### src/ipd_pkg.sv
// Shared constants, types and the helper function of the isolated pixel detector.
package ipd_pkg;

   // Largest side length that the row delay lines can hold.
   localparam int MAX_SIZE = 32;
   // Width of the image size register.
   localparam int SIZE_W   = 6;
   // Width of the row and column fields of a result.
   localparam int POS_W    = 5;
   // Row counter width: it also counts the virtual row below the image.
   localparam int CNT_W    = $clog2(MAX_SIZE + 1);
   // Column counter width and delay line cell index width.
   localparam int TAP_W    = (MAX_SIZE > 1) ? $clog2(MAX_SIZE) : 1;

   typedef enum logic [2:0] {
      ST_PIXEL = 3'b001,
      ST_EDGE  = 3'b010,
      ST_FLUSH = 3'b100
   } state_type;

   // What the sequencer does in the current cycle.
   typedef struct packed {
      logic             shift_lines;
      logic             shift_win;
      logic             feed_pixel;
      logic             emit;
      logic             last;
      logic             mask_top;
      logic             mask_left;
      logic [POS_W-1:0] row;
      logic [POS_W-1:0] col;
   } step_type;

   // Out-of-range sizes: zero acts as one, anything above the maximum as the maximum.
   function automatic logic [CNT_W-1:0] clamp_size(input logic [SIZE_W-1:0] value);
      logic [CNT_W-1:0] result;
      if (value == SIZE_W'(0)) begin
         result = CNT_W'(1);
      end else if (value > SIZE_W'(MAX_SIZE)) begin
         result = CNT_W'(MAX_SIZE);
      end else begin
         result = CNT_W'(value);
      end
      return result;
   endfunction

endpackage

### src/isolated_pixel_detector.sv
// Top level of the isolated pixel detector: size register, delay lines and result register.
//
//   channel  direction  handshake                 payload
//   req      in         req_valid / req_stall     req_pixel
//   rsp      out        rsp_valid / rsp_stall     rsp_row, rsp_col, rsp_isolated, rsp_last
//   csr      in         csr_we                    csr_image_size
//
// Pixels are taken at one per cycle while the sequencer is in ST_PIXEL and not held. After
// the last pixel of every row from the second row on, an ST_EDGE step decides the right-hand
// column, and after the final pixel of the image ST_FLUSH pushes a blank row of N pixels (N
// being the side length) through the two delay lines, closed by an ST_EDGE step, to decide
// the last row. The sequencer makes these extra steps and steps the single window once per
// cycle unless held; any cycle waits while the result register holds a stalled result.
// Reset is synchronous and clears the sequencer, the result valid flag and sets the size
// to the maximum; the delay line cells are not cleared, as rows outside the image are masked.
// A stall on the result side blocks the sequencer and so backs up into req_stall.
module isolated_pixel_detector (
   input  logic                       clock,
   input  logic                       reset,
   input  logic                       req_valid,
   output logic                       req_stall,
   input  logic                       req_pixel,
   output logic                       rsp_valid,
   input  logic                       rsp_stall,
   output logic [ipd_pkg::POS_W-1:0]  rsp_row,
   output logic [ipd_pkg::POS_W-1:0]  rsp_col,
   output logic                       rsp_isolated,
   output logic                       rsp_last,
   input  logic                       csr_we,
   input  logic [ipd_pkg::SIZE_W-1:0] csr_image_size
);

   logic [ipd_pkg::SIZE_W-1:0]   image_size_ff;
   logic [ipd_pkg::CNT_W-1:0]    size;
   logic [ipd_pkg::TAP_W-1:0]    entry_sel;
   logic                         out_free;
   ipd_pkg::step_type            step;

   logic                         line1_in;
   logic [ipd_pkg::MAX_SIZE-1:0] line1_q;
   logic [ipd_pkg::MAX_SIZE-1:0] line2_q;
   logic [2:0]                   col_in;
   logic                         isolated;

   logic                         rsp_valid_ff;
   logic [ipd_pkg::POS_W-1:0]    rsp_row_ff;
   logic [ipd_pkg::POS_W-1:0]    rsp_col_ff;
   logic                         rsp_isolated_ff;
   logic                         rsp_last_ff;

   // Size register; the sequencer sees the clamped side length.
   always_ff @(posedge clock) begin
      if (reset) begin
         image_size_ff <= ipd_pkg::SIZE_W'(ipd_pkg::MAX_SIZE);
      end else if (csr_we) begin
         image_size_ff <= csr_image_size;
      end
   end

   assign size = ipd_pkg::clamp_size(image_size_ff);

   // The result register is free when empty or when its result leaves this cycle.
   assign out_free = !rsp_valid_ff || !rsp_stall;

   ipd_ctrl u_ctrl (
      .clock     (clock),
      .reset     (reset),
      .req_valid (req_valid),
      .out_free  (out_free),
      .csr_we    (csr_we),
      .size      (size),
      .req_stall (req_stall),
      .step      (step)
   );

   // Each delay line is a chain of cells. Data enters at the cell that leaves exactly N
   // cells to the end, so the line delays by one image row whatever the size.
   assign entry_sel = ipd_pkg::TAP_W'(ipd_pkg::CNT_W'(ipd_pkg::MAX_SIZE) - size);
   assign line1_in  = step.feed_pixel & req_pixel;

   for (genvar i = 0; i < ipd_pkg::MAX_SIZE; i++) begin : g_cells
      logic load_here;
      assign load_here = entry_sel == ipd_pkg::TAP_W'(i);

      ipd_cell u_cell1 (
         .clock     (clock),
         .shift     (step.shift_lines),
         .load_here (load_here),
         .prev_in   ((i == 0) ? line1_in : line1_q[(i == 0) ? 0 : i - 1]),
         .line_in   (line1_in),
         .q         (line1_q[i])
      );

      ipd_cell u_cell2 (
         .clock     (clock),
         .shift     (step.shift_lines),
         .load_here (load_here),
         .prev_in   ((i == 0) ? line1_q[ipd_pkg::MAX_SIZE-1] : line2_q[(i == 0) ? 0 : i - 1]),
         .line_in   (line1_q[ipd_pkg::MAX_SIZE-1]),
         .q         (line2_q[i])
      );
   end

   // New window column: two rows up, one row up and the incoming pixel. The extra step at
   // the end of a row shifts in a blank column, which stands for the right-hand border.
   assign col_in = step.shift_lines ?
                   {line1_in, line1_q[ipd_pkg::MAX_SIZE-1], line2_q[ipd_pkg::MAX_SIZE-1]} :
                   3'b000;

   ipd_window u_window (
      .clock    (clock),
      .step     (step),
      .col_in   (col_in),
      .isolated (isolated)
   );

   // Result register.
   always_ff @(posedge clock) begin
      if (reset) begin
         rsp_valid_ff <= 1'b0;
      end else if (step.emit) begin
         rsp_valid_ff <= 1'b1;
      end else if (!rsp_stall) begin
         rsp_valid_ff <= 1'b0;
      end
   end

   always_ff @(posedge clock) begin
      if (step.emit) begin
         rsp_row_ff      <= step.row;
         rsp_col_ff      <= step.col;
         rsp_isolated_ff <= isolated;
         rsp_last_ff     <= step.last;
      end
   end

   assign rsp_valid    = rsp_valid_ff;
   assign rsp_row      = rsp_row_ff;
   assign rsp_col      = rsp_col_ff;
   assign rsp_isolated = rsp_isolated_ff;
   assign rsp_last     = rsp_last_ff;

endmodule

### src/ipd_cell.sv
// One bit cell of a row delay line.
module ipd_cell (
   input  logic clock,
   input  logic shift,
   input  logic load_here,
   input  logic prev_in,
   input  logic line_in,
   output logic q
);

   logic q_ff;
   logic q_in;

   // The entry cell takes the line input, every other cell its left neighbour.
   assign q_in = load_here ? line_in : prev_in;

   always_ff @(posedge clock) begin
      if (shift) begin
         q_ff <= q_in;
      end
   end

   assign q = q_ff;

endmodule

### src/ipd_window.sv
// Three by three pixel window and the isolation decision on its centre.
module ipd_window (
   input  logic               clock,
   input  ipd_pkg::step_type  step,
   input  logic [2:0]         col_in,
   output logic               isolated
);

   // win_ff[k] is column k, 0 the oldest; bit 0 top row, bit 2 bottom row.
   logic [2:0][2:0] win_ff;
   logic [2:0][2:0] win_in;
   logic [2:0][2:0] masked;
   logic            centre;

   assign win_in[0] = win_ff[1];
   assign win_in[1] = win_ff[2];
   assign win_in[2] = col_in;

   always_ff @(posedge clock) begin
      if (step.shift_win) begin
         win_ff <= win_in;
      end
   end

   // Pixels above the first row or left of the first column lie outside the image.
   always_comb begin
      for (int k = 0; k < 3; k++) begin
         masked[k]    = win_in[k];
         masked[k][0] = win_in[k][0] & ~step.mask_top;
         if (k == 0) begin
            masked[k] = masked[k] & {3{~step.mask_left}};
         end
      end
      centre       = masked[1][1];
      masked[1][1] = 1'b0;
   end

   assign isolated = centre & ~(|masked);

endmodule

### src/ipd_ctrl.sv
// Sequencer: raster position counters and the per-cycle step of the detector.
module ipd_ctrl (
   input  logic                      clock,
   input  logic                      reset,
   input  logic                      req_valid,
   input  logic                      out_free,
   input  logic                      csr_we,
   input  logic [ipd_pkg::CNT_W-1:0] size,
   output logic                      req_stall,
   output ipd_pkg::step_type         step
);

   ipd_pkg::state_type        state_ff, state_in;
   logic [ipd_pkg::CNT_W-1:0] row_ff, row_in;
   logic [ipd_pkg::TAP_W-1:0] col_ff, col_in;

   logic                      go;
   logic                      col_end;
   logic                      row_zero;
   logic                      row_last;
   logic                      row_past;
   logic [ipd_pkg::CNT_W-1:0] row_m1;
   logic [ipd_pkg::TAP_W-1:0] col_m1;
   logic [ipd_pkg::CNT_W-1:0] size_m1;

   assign size_m1  = size - ipd_pkg::CNT_W'(1);
   assign row_m1   = row_ff - ipd_pkg::CNT_W'(1);
   assign col_m1   = col_ff - ipd_pkg::TAP_W'(1);
   assign col_end  = ipd_pkg::CNT_W'(col_ff) == size_m1;
   assign row_zero = row_ff == ipd_pkg::CNT_W'(0);
   assign row_last = row_ff == size_m1;
   assign row_past = row_ff == size;

   assign req_stall = !((state_ff == ipd_pkg::ST_PIXEL) && out_free);

   always_comb begin
      state_in       = state_ff;
      row_in         = row_ff;
      col_in         = col_ff;
      go             = out_free;
      step           = '0;
      step.row       = row_m1[ipd_pkg::POS_W-1:0];
      step.col       = ipd_pkg::POS_W'(col_m1);
      step.mask_top  = row_ff == ipd_pkg::CNT_W'(1);
      step.mask_left = col_ff == ipd_pkg::TAP_W'(1);
      unique case (state_ff)
         ipd_pkg::ST_PIXEL: begin
            go               = out_free && req_valid;
            step.shift_lines = go;
            step.shift_win   = go;
            step.feed_pixel  = 1'b1;
            step.emit        = go && !row_zero && (col_ff != ipd_pkg::TAP_W'(0));
            if (go) begin
               if (!col_end) begin
                  col_in = col_ff + ipd_pkg::TAP_W'(1);
               end else if (!row_zero) begin
                  state_in = ipd_pkg::ST_EDGE;
               end else begin
                  row_in   = row_ff + ipd_pkg::CNT_W'(1);
                  col_in   = '0;
                  state_in = row_last ? ipd_pkg::ST_FLUSH : ipd_pkg::ST_PIXEL;
               end
            end
         end
         ipd_pkg::ST_EDGE: begin
            step.shift_win = go;
            step.emit      = go;
            step.last      = row_past;
            step.col       = ipd_pkg::POS_W'(col_ff);
            step.mask_left = col_ff == ipd_pkg::TAP_W'(0);
            if (go) begin
               col_in   = '0;
               row_in   = row_past ? ipd_pkg::CNT_W'(0) : row_ff + ipd_pkg::CNT_W'(1);
               state_in = (!row_past && row_last) ? ipd_pkg::ST_FLUSH : ipd_pkg::ST_PIXEL;
            end
         end
         ipd_pkg::ST_FLUSH: begin
            step.shift_lines = go;
            step.shift_win   = go;
            step.emit        = go && (col_ff != ipd_pkg::TAP_W'(0));
            if (go) begin
               if (col_end) begin
                  state_in = ipd_pkg::ST_EDGE;
               end else begin
                  col_in = col_ff + ipd_pkg::TAP_W'(1);
               end
            end
         end
         default: begin
            state_in = ipd_pkg::ST_PIXEL;
            row_in   = '0;
            col_in   = '0;
         end
      endcase
      // A size write restarts the image.
      if (csr_we) begin
         state_in = ipd_pkg::ST_PIXEL;
         row_in   = '0;
         col_in   = '0;
      end
   end

   always_ff @(posedge clock) begin
      if (reset) begin
         state_ff <= ipd_pkg::ST_PIXEL;
         row_ff   <= '0;
         col_ff   <= '0;
      end else begin
         state_ff <= state_in;
         row_ff   <= row_in;
         col_ff   <= col_in;
      end
   end

endmodule

### config.mk
export PLATFORM = sky130hd
export DESIGN_NAME = isolated_pixel_detector
export DESIGN_NICKNAME = d
export VERILOG_FILES = /design/src/ipd_pkg.sv /design/src/isolated_pixel_detector.sv /design/src/ipd_cell.sv /design/src/ipd_window.sv /design/src/ipd_ctrl.sv
export SDC_FILE = /design/constraint.sdc
export NUM_CORES = 1
export LEC_CHECK = 0
export ABC_CLOCK_PERIOD_IN_PS = 8800
export BUFFER_PORTS_ARGS = -buffer_cell sky130_fd_sc_hd__buf_2
export CORE_MARGIN = 2
export CORE_UTILIZATION = 41
export CTS_CLUSTER_SIZE = 40
export DETAILED_ROUTE_END_ITERATION = 16
export PLACE_DENSITY = 0.67
export SLEW_MARGIN = 20
export SYNTH_ARGS = -nofsm -noshare
export SYNTH_HDL_FRONTEND = slang
export SYNTH_HIERARCHICAL = 1
export SYNTH_SLANG_ARGS = --single-unit
### constraint.sdc
create_clock -name clock -period 8.8 [get_ports clock]
set_input_delay 0.88 -clock clock [delete_from_list [all_inputs] [get_ports clock]]
set_output_delay 0.88 -clock clock [all_outputs]
set_load 0.005 [all_outputs]
==> metrics list, run 1 <==
- The flow ran to the end, and the final reports show no timing, DRC or antenna violations.
- Setup total negative slack on the finished layout was measured at 0 ns.
- The critical path ends at u_ctrl/col_ff[4].
- For this run, design rule violations remaining after detail routing come to 0.
* Fraction of final layout cells with drive strength greater than 1: 0.2719
- Clock tree synthesis inserted a total of 9 buffers.
* TritonCTS clock tree: yes
- Setup Skew: about 0.016 ns
* Synthesis-to-layout area growth: 11.02%
- Largest area contributor in the netlist: edfxtp_1
* Worst hold slack: 0.4550 ns
- The initial utilization of the core area, before any placement, comes to 0.4193.
- Overall die area: 14430 sq um
* Number of detailed-routing iterations run before antenna repair: 4
- Largest stage delay on the critical path: around 0.53 ns
- The critical path in this run is classified as reg2reg.
* Via total after detailed routing: 3296
* Max Buffers Root-to-Sink: 2
- Achievable clock frequency: around 290 MHz
* R2R Path End: u_ctrl/col_ff[4]
- Buffers placed on the I/O ports in this run total 25.
* Number of placement rows: 42
- Summed over all layers, the routed wires come to 10540 microns.
* Layout fillers: 1180
- Yosys printed 6 warnings.
* Hold buffer count at CTS: 0
- Final clock period utilization by the worst path: 0.3969
- Post-detailed-placement half-perimeter wirelength: approximately 7200 microns
- Syn_nets: around 450
- The final layout contains between 400 and 500 nets.
- In this run the clock root is driven by a clkbuf_16.
* Worst Hold Class: reg2reg
- Number of antenna violations at the first check in global routing: 0
- Cell with the largest stage delay on the worst path: or4_4
- The region available for standard cell placement spans between 10000 and 15000 sq um.
* Maximum Capacitance Violations: 0
- Of the synthesized area, sequential elements account for 0.5213.
- In the post-route analysis, the smallest setup slack over all paths is ~5.3 ns.
- Post-Synthesis Cells: around 430
* Critical Path Start: image_size_ff[3]
- For the worst setup path, the data required time is 9.06 ns.
- The number of global-route vias before repair came to 3342.
* Worst VDD drop: 0.1236 mV
* Post-route standard cell area excluding fillers: between 6000 and 7000 sq um
- Area used by sequential logic in the layout: 2883 sq um
- Yosys mapped the design onto 60 distinct sky130hd cell types.
* Depth of the most critical reg-to-reg path: 10
- In this run the count of I/O pins placed on the die edge is 26.
* Total leakage power: about 2.2 nW
* Antenna violation net count after detailed routing: 0
- Final number of hold-violating endpoints: 0
* Areal power density over the cells: approximately 170 nW/um^2
- CTS built an H-tree with a depth of 3.
- Global-route wire length before repair: between 15000 and 20000 microns
- The worst setup path is captured at a register.
- Worst Max-Slew Pin Slew: ~0.88 ns
* Setup repair after global routing missed its margin: no
- The clock net in this run drives a total of approximately 100 sinks.
- Yosys mapped a number of flops with a built-in enable equal to between 80 and 90.
* DRT iter0 DRCs: 224
- Crit path cell chain: or4_1 > a21oi_1 > inv_1 > ha_1 > xor2_1 > o311ai_0 > o21a_1 > o31ai_4 > or4_4 > a2111oi_4
* Synth Flop Type: edfxtp_1
- Startpoint Class: register
* Critical-path maximum fanout: 12
- After global routing the overflow that remains totals 0.
- Counting flops and latches in the post-synthesis netlist gives 103.
- The worst pin sits at a relative slew slack of 0.4053.
- DR WL/cell: ~17 microns
* Die boundary height: 120.1 microns
- Final core utilization: 0.4655
- For this run, the total global-route usage over all layers was measured as 0.1586.
- Worst Path Arrival: about 3.8 ns
- Worst r2r src: image_size_ff[3]
- Setup slack after placement: around 5.4 ns
* Final period demand of the worst path: between 3 and 4 ns
- Fraction of synthesis flops using an asynchronous set or reset pin: 0
* Yosys top cell area share: 0.4452
* Most numerous cell in the Yosys netlist: edfxtp_1
* Pin count of the biggest net entering global routing: between 60 and 70
- Ranked by total cell area, the synthesized netlist is headed by edfxtp_1 45%, mux2_4 17%, dfxtp_1 7.6%.
* Worst reg2reg setup slack: between 5 and 6 ns
- Total standard cell area after synthesis: approximately 5500 sq um
* Antenna diodes: 0
- Number of non-filler instances in the completed layout: roughly 630
- Via-per-instance ratio: roughly 5.2
* Latest clock arrival within the worst-skew pair: ~0.36 ns
- The congestion estimate from routability-driven global placement came to between 0.8 and 0.9.
- Area post-placement: roughly 5800 sq um
- The max-slew violation count came to 0.
- Die W: 120.1 microns
- The multi-input combinational cells in the finished layout cover a total of approximately 2500 sq um.
- Post-synthesis area per instance: roughly 13 sq um
- Number of setup buffers added after CTS: 0
* Count of instances resized after the clock tree is built: 0
- Placed instance count: about 620
* Register clock-pin slew on the reported worst setup and hold paths: 0.08 ns
* List of most frequent post-synthesis cells: 82 x edfxtp_1, 64 x mux2_4, 56 x nor2_1
- Setup violations remaining at the end of the flow were counted as 0.
* Total Power: between 1 and 1.5 mW
-- placed cells by master (no fill, tap or decap), types with 4 or more instances in the layout --
cell / n
ha_1: 7
xnor2_1: 18
nand2b_1: 7
nor2_1: 55
inv_6: 4
and2_1: 4
o21ai_0: 5
nand2_1: 16
xor2_1: 9
nor2b_1: 8
buf_2: 25
nand4_1: 5
nor3_1: 11
clkbuf_16: 9
a21oi_1: 14
dfxtp_1: 21
edfxtp_1: 82
inv_1: 14
mux2i_1: 5
mux2_4: 64
-- layer usage --
| layer | share of wire | wire length [microns] | GRT usage | vias to the layer above |
|---|---|---|---|---|
| li1 | - | - | - | 1622 |
| met1 | 0.50 | 5260 | 0.2216 | 1612 |
| met2 | 0.45 | 4711 | 0.2369 | 50 |
| met3 | 0.041 | 430 | 0.04183 | 12 |
| met4 | 0.013 | 133 | 0.05735 | 0 |
| met5 | 0 | 0 | 0 | - |
-- report_power, final --
part           total, mW  internal, mW  switching [mW]  leakage (nW)
Combinational     0.0863        0.0439          0.0425          1.12
Sequential         0.563         0.549          0.0131         0.973
Clock              0.399         0.201           0.198         0.142
Total               1.05         0.794           0.254          2.24
-- sequential cells by signal, indices dropped and copies added (netlist names), 3 cells and up --
name,count
g_cells.u_cell1/q,32
g_cells.u_cell2/q,32
image_size_ff,6
rsp_col,5
rsp_row,5
u_ctrl/col_ff,5
u_ctrl/row_ff,6
u_ctrl/state_ff,3
u_window/win_ff,4
-- how the worst min path moves through the flow --
stage | from | end | slack [ns] | depth (start not counted)
after global placement | u_window/centre | u_window/win_ff[4] | 0.43 | 0
after CTS | u_window/centre | u_window/win_ff[4] | 0.46 | 0
after global routing | u_window/centre | u_window/win_ff[4] | 0.47 | 0
after detailed placement | u_window/centre | u_window/win_ff[4] | 0.44 | 0
after floorplan | u_window/centre | u_window/win_ff[4] | 0.42 | 0
final | u_window/centre | u_window/win_ff[4] | 0.45 | 0
-- cell type report --
cell class / instances / area share
inverter: 14 / 0.008559
clock inverter: 7 / 0.01141
tap: 176 / 0.03587
sequential: 103 / 0.4695
clock buffer: 9 / 0.03668
multi-input combinational: 295 / 0.4106
timing repair buffer: 28 / 0.02731
-- worst max-delay path: cells and delay by family, from the launching register on --
family                     cells  cell delay (ns)
DFF                            1             0.42
AOI/OAI and AO/OA              5             1.41
buffers and inverters          1             0.08
xor gates and xnor gates       1             0.21
and+or+nand+nor                2             1.03
adders and majority gates      1             0.25
-- logic make-up (layout without fill, tap and decap cells) --
logic type                 count (synthesis)  in the layout  synth area share
AOI/OAI and AO/OA                         47             47           0.06742
xor gates and xnor gates                  27             27           0.04276
adders and majority gates                  7              7           0.01584
buffers and inverters                     35             58           0.02421
DFF                                      103            103            0.5213
muxes                                     70             70            0.1848
and+or+nand+nor                          144            144            0.1437
(Power assumes the default switching activity.)
==> run 2, diff against run 1 <==
--- a/config.mk
+++ b/config.mk
@@ -5,13 +5,13 @@
 export SDC_FILE = /design/constraint.sdc
 export NUM_CORES = 1
 export LEC_CHECK = 0
-export ABC_CLOCK_PERIOD_IN_PS = 8800
+export ABC_CLOCK_PERIOD_IN_PS = 2900
 export BUFFER_PORTS_ARGS = -buffer_cell sky130_fd_sc_hd__buf_2
 export CORE_MARGIN = 2
 export CORE_UTILIZATION = 41
 export CTS_CLUSTER_SIZE = 40
 export DETAILED_ROUTE_END_ITERATION = 16
-export PLACE_DENSITY = 0.67
+export PLACE_DENSITY = 0.69
 export SLEW_MARGIN = 20
 export SYNTH_ARGS = -nofsm -noshare
 export SYNTH_HDL_FRONTEND = slang
==> constraint.sdc (replaced) <==
create_clock -name clock -period 2.9 [get_ports clock]
set_input_delay 0.29 -clock clock [delete_from_list [all_inputs] [get_ports clock]]
set_output_delay 0.29 -clock clock [all_outputs]
set_load 0.005 [all_outputs]
==> metrics list, run 2 (synthesis gave the netlist of run 1 again) <==
- Status: finished, final reports clean (unchanged).
* Final number of hold-violating endpoints: 0 (unchanged)
- The via density per instance came to 5.251 (was 5.215).
- The maximum frequency from static timing analysis was 361.1 MHz (was 286.3 MHz).
* Overall die area: 14430 sq um (unchanged)
* Worst reg2reg setup slack: 0.13 ns (was 5.31 ns)
- Max Buffers Root-to-Sink: 2 (unchanged)
- The area after detailed placement was 6056 sq um (was 5842 sq um).
* Number of placed I/O pins: 26 (unchanged)
- CTS Buf Count: 9 (unchanged)
- Final clock period utilization by the worst path: 0.9549 (was 0.3969)
- The static leakage power was 2.365 nW (was 2.238 nW).
* Setup crit end kind: register (unchanged)
- The max-slew violation count is 0 (unchanged).
- The kind of critical path is reg2reg (unchanged).
- Via total after detailed routing: 3429 (was 3296)
- Setup repair after global routing missed its margin: yes (was no).
- The max-capacitance violation count is 0 (unchanged).
- The clock-pin slew on the worst setup and hold paths was 0.07 ns (was 0.08 ns).
- The number of placement rows was 42 (unchanged).
- Fraction of final layout cells with drive strength greater than 1: 0.3291 (was 0.2719)
- Number of detailed-routing iterations run before antenna repair: 4 (unchanged)
- Final period demand of the worst path: 2.769 ns (was 3.492 ns)
* Core box area: 13190 sq um (unchanged)
- Count of instances resized after the clock tree is built: 0 (unchanged)
- Antenna diodes: 0 (unchanged)
- The die boundary width came to 120.1 microns (unchanged).
* Final-stage net count: 491 (was 470)
- CTS root buffer: clkbuf_16 (unchanged)
* Clock net sink count: 103 (unchanged)
- Global-route wire length before repair: 17680 microns (was 17730 microns)
* Worst Hold Class: in2reg (was reg2reg)
- Number of levels in the clock H-tree: 3 (unchanged)
- Required time worst endpoint: 3.15 ns (was 9.06 ns)
* Final weighted congestion of routability-driven global placement: 0.8615 (was 0.8884)
- Worst Max-Slew Pin Slew: 0.7956 ns (was 0.8839 ns)
- The remaining global-route overflow came to 0 (unchanged).
- The number of buffers inserted by post-CTS setup repair is 0 (unchanged).
* Number of antenna violations at the first check in global routing: 0 (unchanged)
- Latest clock arrival within the worst-skew pair: 0.35 ns (was 0.36 ns)
- The most common library cell in the layout ignoring fill and taps is edfxtp_1 (unchanged).
- Worst Path Arrival: 3.02 ns (was 3.75 ns)
* # setup viols final: 0 (unchanged)
* Final core utilization: 0.4834 (was 0.4655)
* Startpoint Class: register (unchanged)
- Vias in the first global route: 3495 (was 3342)
* Pin count of the biggest net entering global routing: 65 (was 69)
- The final instance area is 6376 sq um (was 6140 sq um).
* Remaining max-slew budget at the tightest pin: 0.4647 (was 0.4053)
* Post-route DRC violation count: 0 (unchanged)
- Die boundary height: 120.1 microns (unchanged)
- The placed wire-length estimate after detailed placement was 7268 microns (was 7187 microns).
- Post-detailed-routing wire length: 10680 microns (was 10540 microns)
- Setup Skew: 0.01191 ns (was 0.01617 ns)
- Antenna violation net count after detailed routing: 0 (unchanged)
- Starting density of the core: 0.4193 (unchanged)
- Leading cell types in the layout, fill and taps excluded: 82 x edfxtp_1, 64 x mux2_4, 56 x nor2_1 (was 82 x edfxtp_1, 64 x mux2_4, 55 x nor2_1)
* Count of buffers from port buffering: 25 (unchanged)
- The power density normalized to cell area was 509.7 nW/um^2 (was 170.6 nW/um^2).
- The total routing usage reported by global routing was 0.1572 (was 0.1586).
* DRT iter0 DRCs: 250 (was 224)
- Critical-path maximum fanout: 7 (was 12)
* Synthesis-to-layout area growth: 15.29% (was 11.02%)
- TritonCTS clock tree: yes (unchanged)
- The largest voltage drop on the vdd net came to 0.4305 mV (was 0.1236 mV).
- The total of hold buffers inserted after clock tree synthesis came to 0 (unchanged).
- The mean routed wirelength per cell was 16.35 microns (was 16.67 microns).
-- run 2: changes by cell type in the layout (fill, tap and decap cells not counted), sizes merged --
cell	delta
buf	+21
bufinv	+1
inv	-2
clkinv	+1
clkinvlp	-1
clkbuf	+1
-- run 2: worst paths after layout --
kind | from | to | cells past startpoint
max reg2reg | image_size_ff[1] | u_ctrl/col_ff[4] | 10
min | csr_image_size[5] | image_size_ff[5] | 2
min reg2reg | u_window/centre | u_window/win_ff[4] | 0
max | image_size_ff[1] | u_ctrl/col_ff[4] | 10
-- run 2: critical path, cell delays in order (launching register included) --
cell       delay (ns)
dfxtp_1          0.31
or4_4            0.54
a21oi_4          0.15
inv_2            0.06
ha_4             0.17
xor2_2           0.18
o311ai_1         0.11
o21a_2           0.23
o31ai_4          0.11
or4_4            0.46
a2111oi_4        0.34
-- run 2: per-stage QoR --
step           cells  hold WS (ns)  TNS (ns)  setup slack [ns]  power (mW)
5_1_grt          653        0.1490  -0.01717          -0.01717       3.367
3_5_place_dp     637        0.4307         0           0.05306       2.027
2_1_floorplan    433        0.3624   -0.2767           -0.2767       1.944
3_3_place_gp     637        0.4219         0            0.1317       2.017
6_report         653        0.1496         0            0.1309       3.250
4_1_cts          653        0.1367         0           0.03195       3.287
-- run 2: layer usage --
layer  part of all wire  routed length (microns)  up-vias  GRT usage
met5                  0                        0        -          0
met4              0.011                      117        0    0.05147
met3              0.037                      391        7    0.03279
met2               0.46                     4865       65     0.2386
met1               0.50                     5300     1685     0.2245
li1                   -                        -     1672          -
-- run 2: cell type report --
class                      instances  area (sq um)
tap                              176         220.2
inverter                          14         52.55
sequential                       103          2883
clock buffer                      10         229.0
fill                            1146          6814
multi-input combinational        295          2597
timing repair buffer              49         317.8
clock inverter                     6         76.32
-- run 2: report_power, final --
| group | total (mW) | switching [mW] | internal [mW] | leakage (nW) |
|---|---|---|---|---|
| registers | 1.69 | 0.0251 | 1.67 | 0.973 |
| logic | 0.304 | 0.152 | 0.152 | 1.24 |
| clock network | 1.25 | 0.568 | 0.686 | 0.150 |
| total | 3.25 | 0.745 | 2.50 | 2.36 |
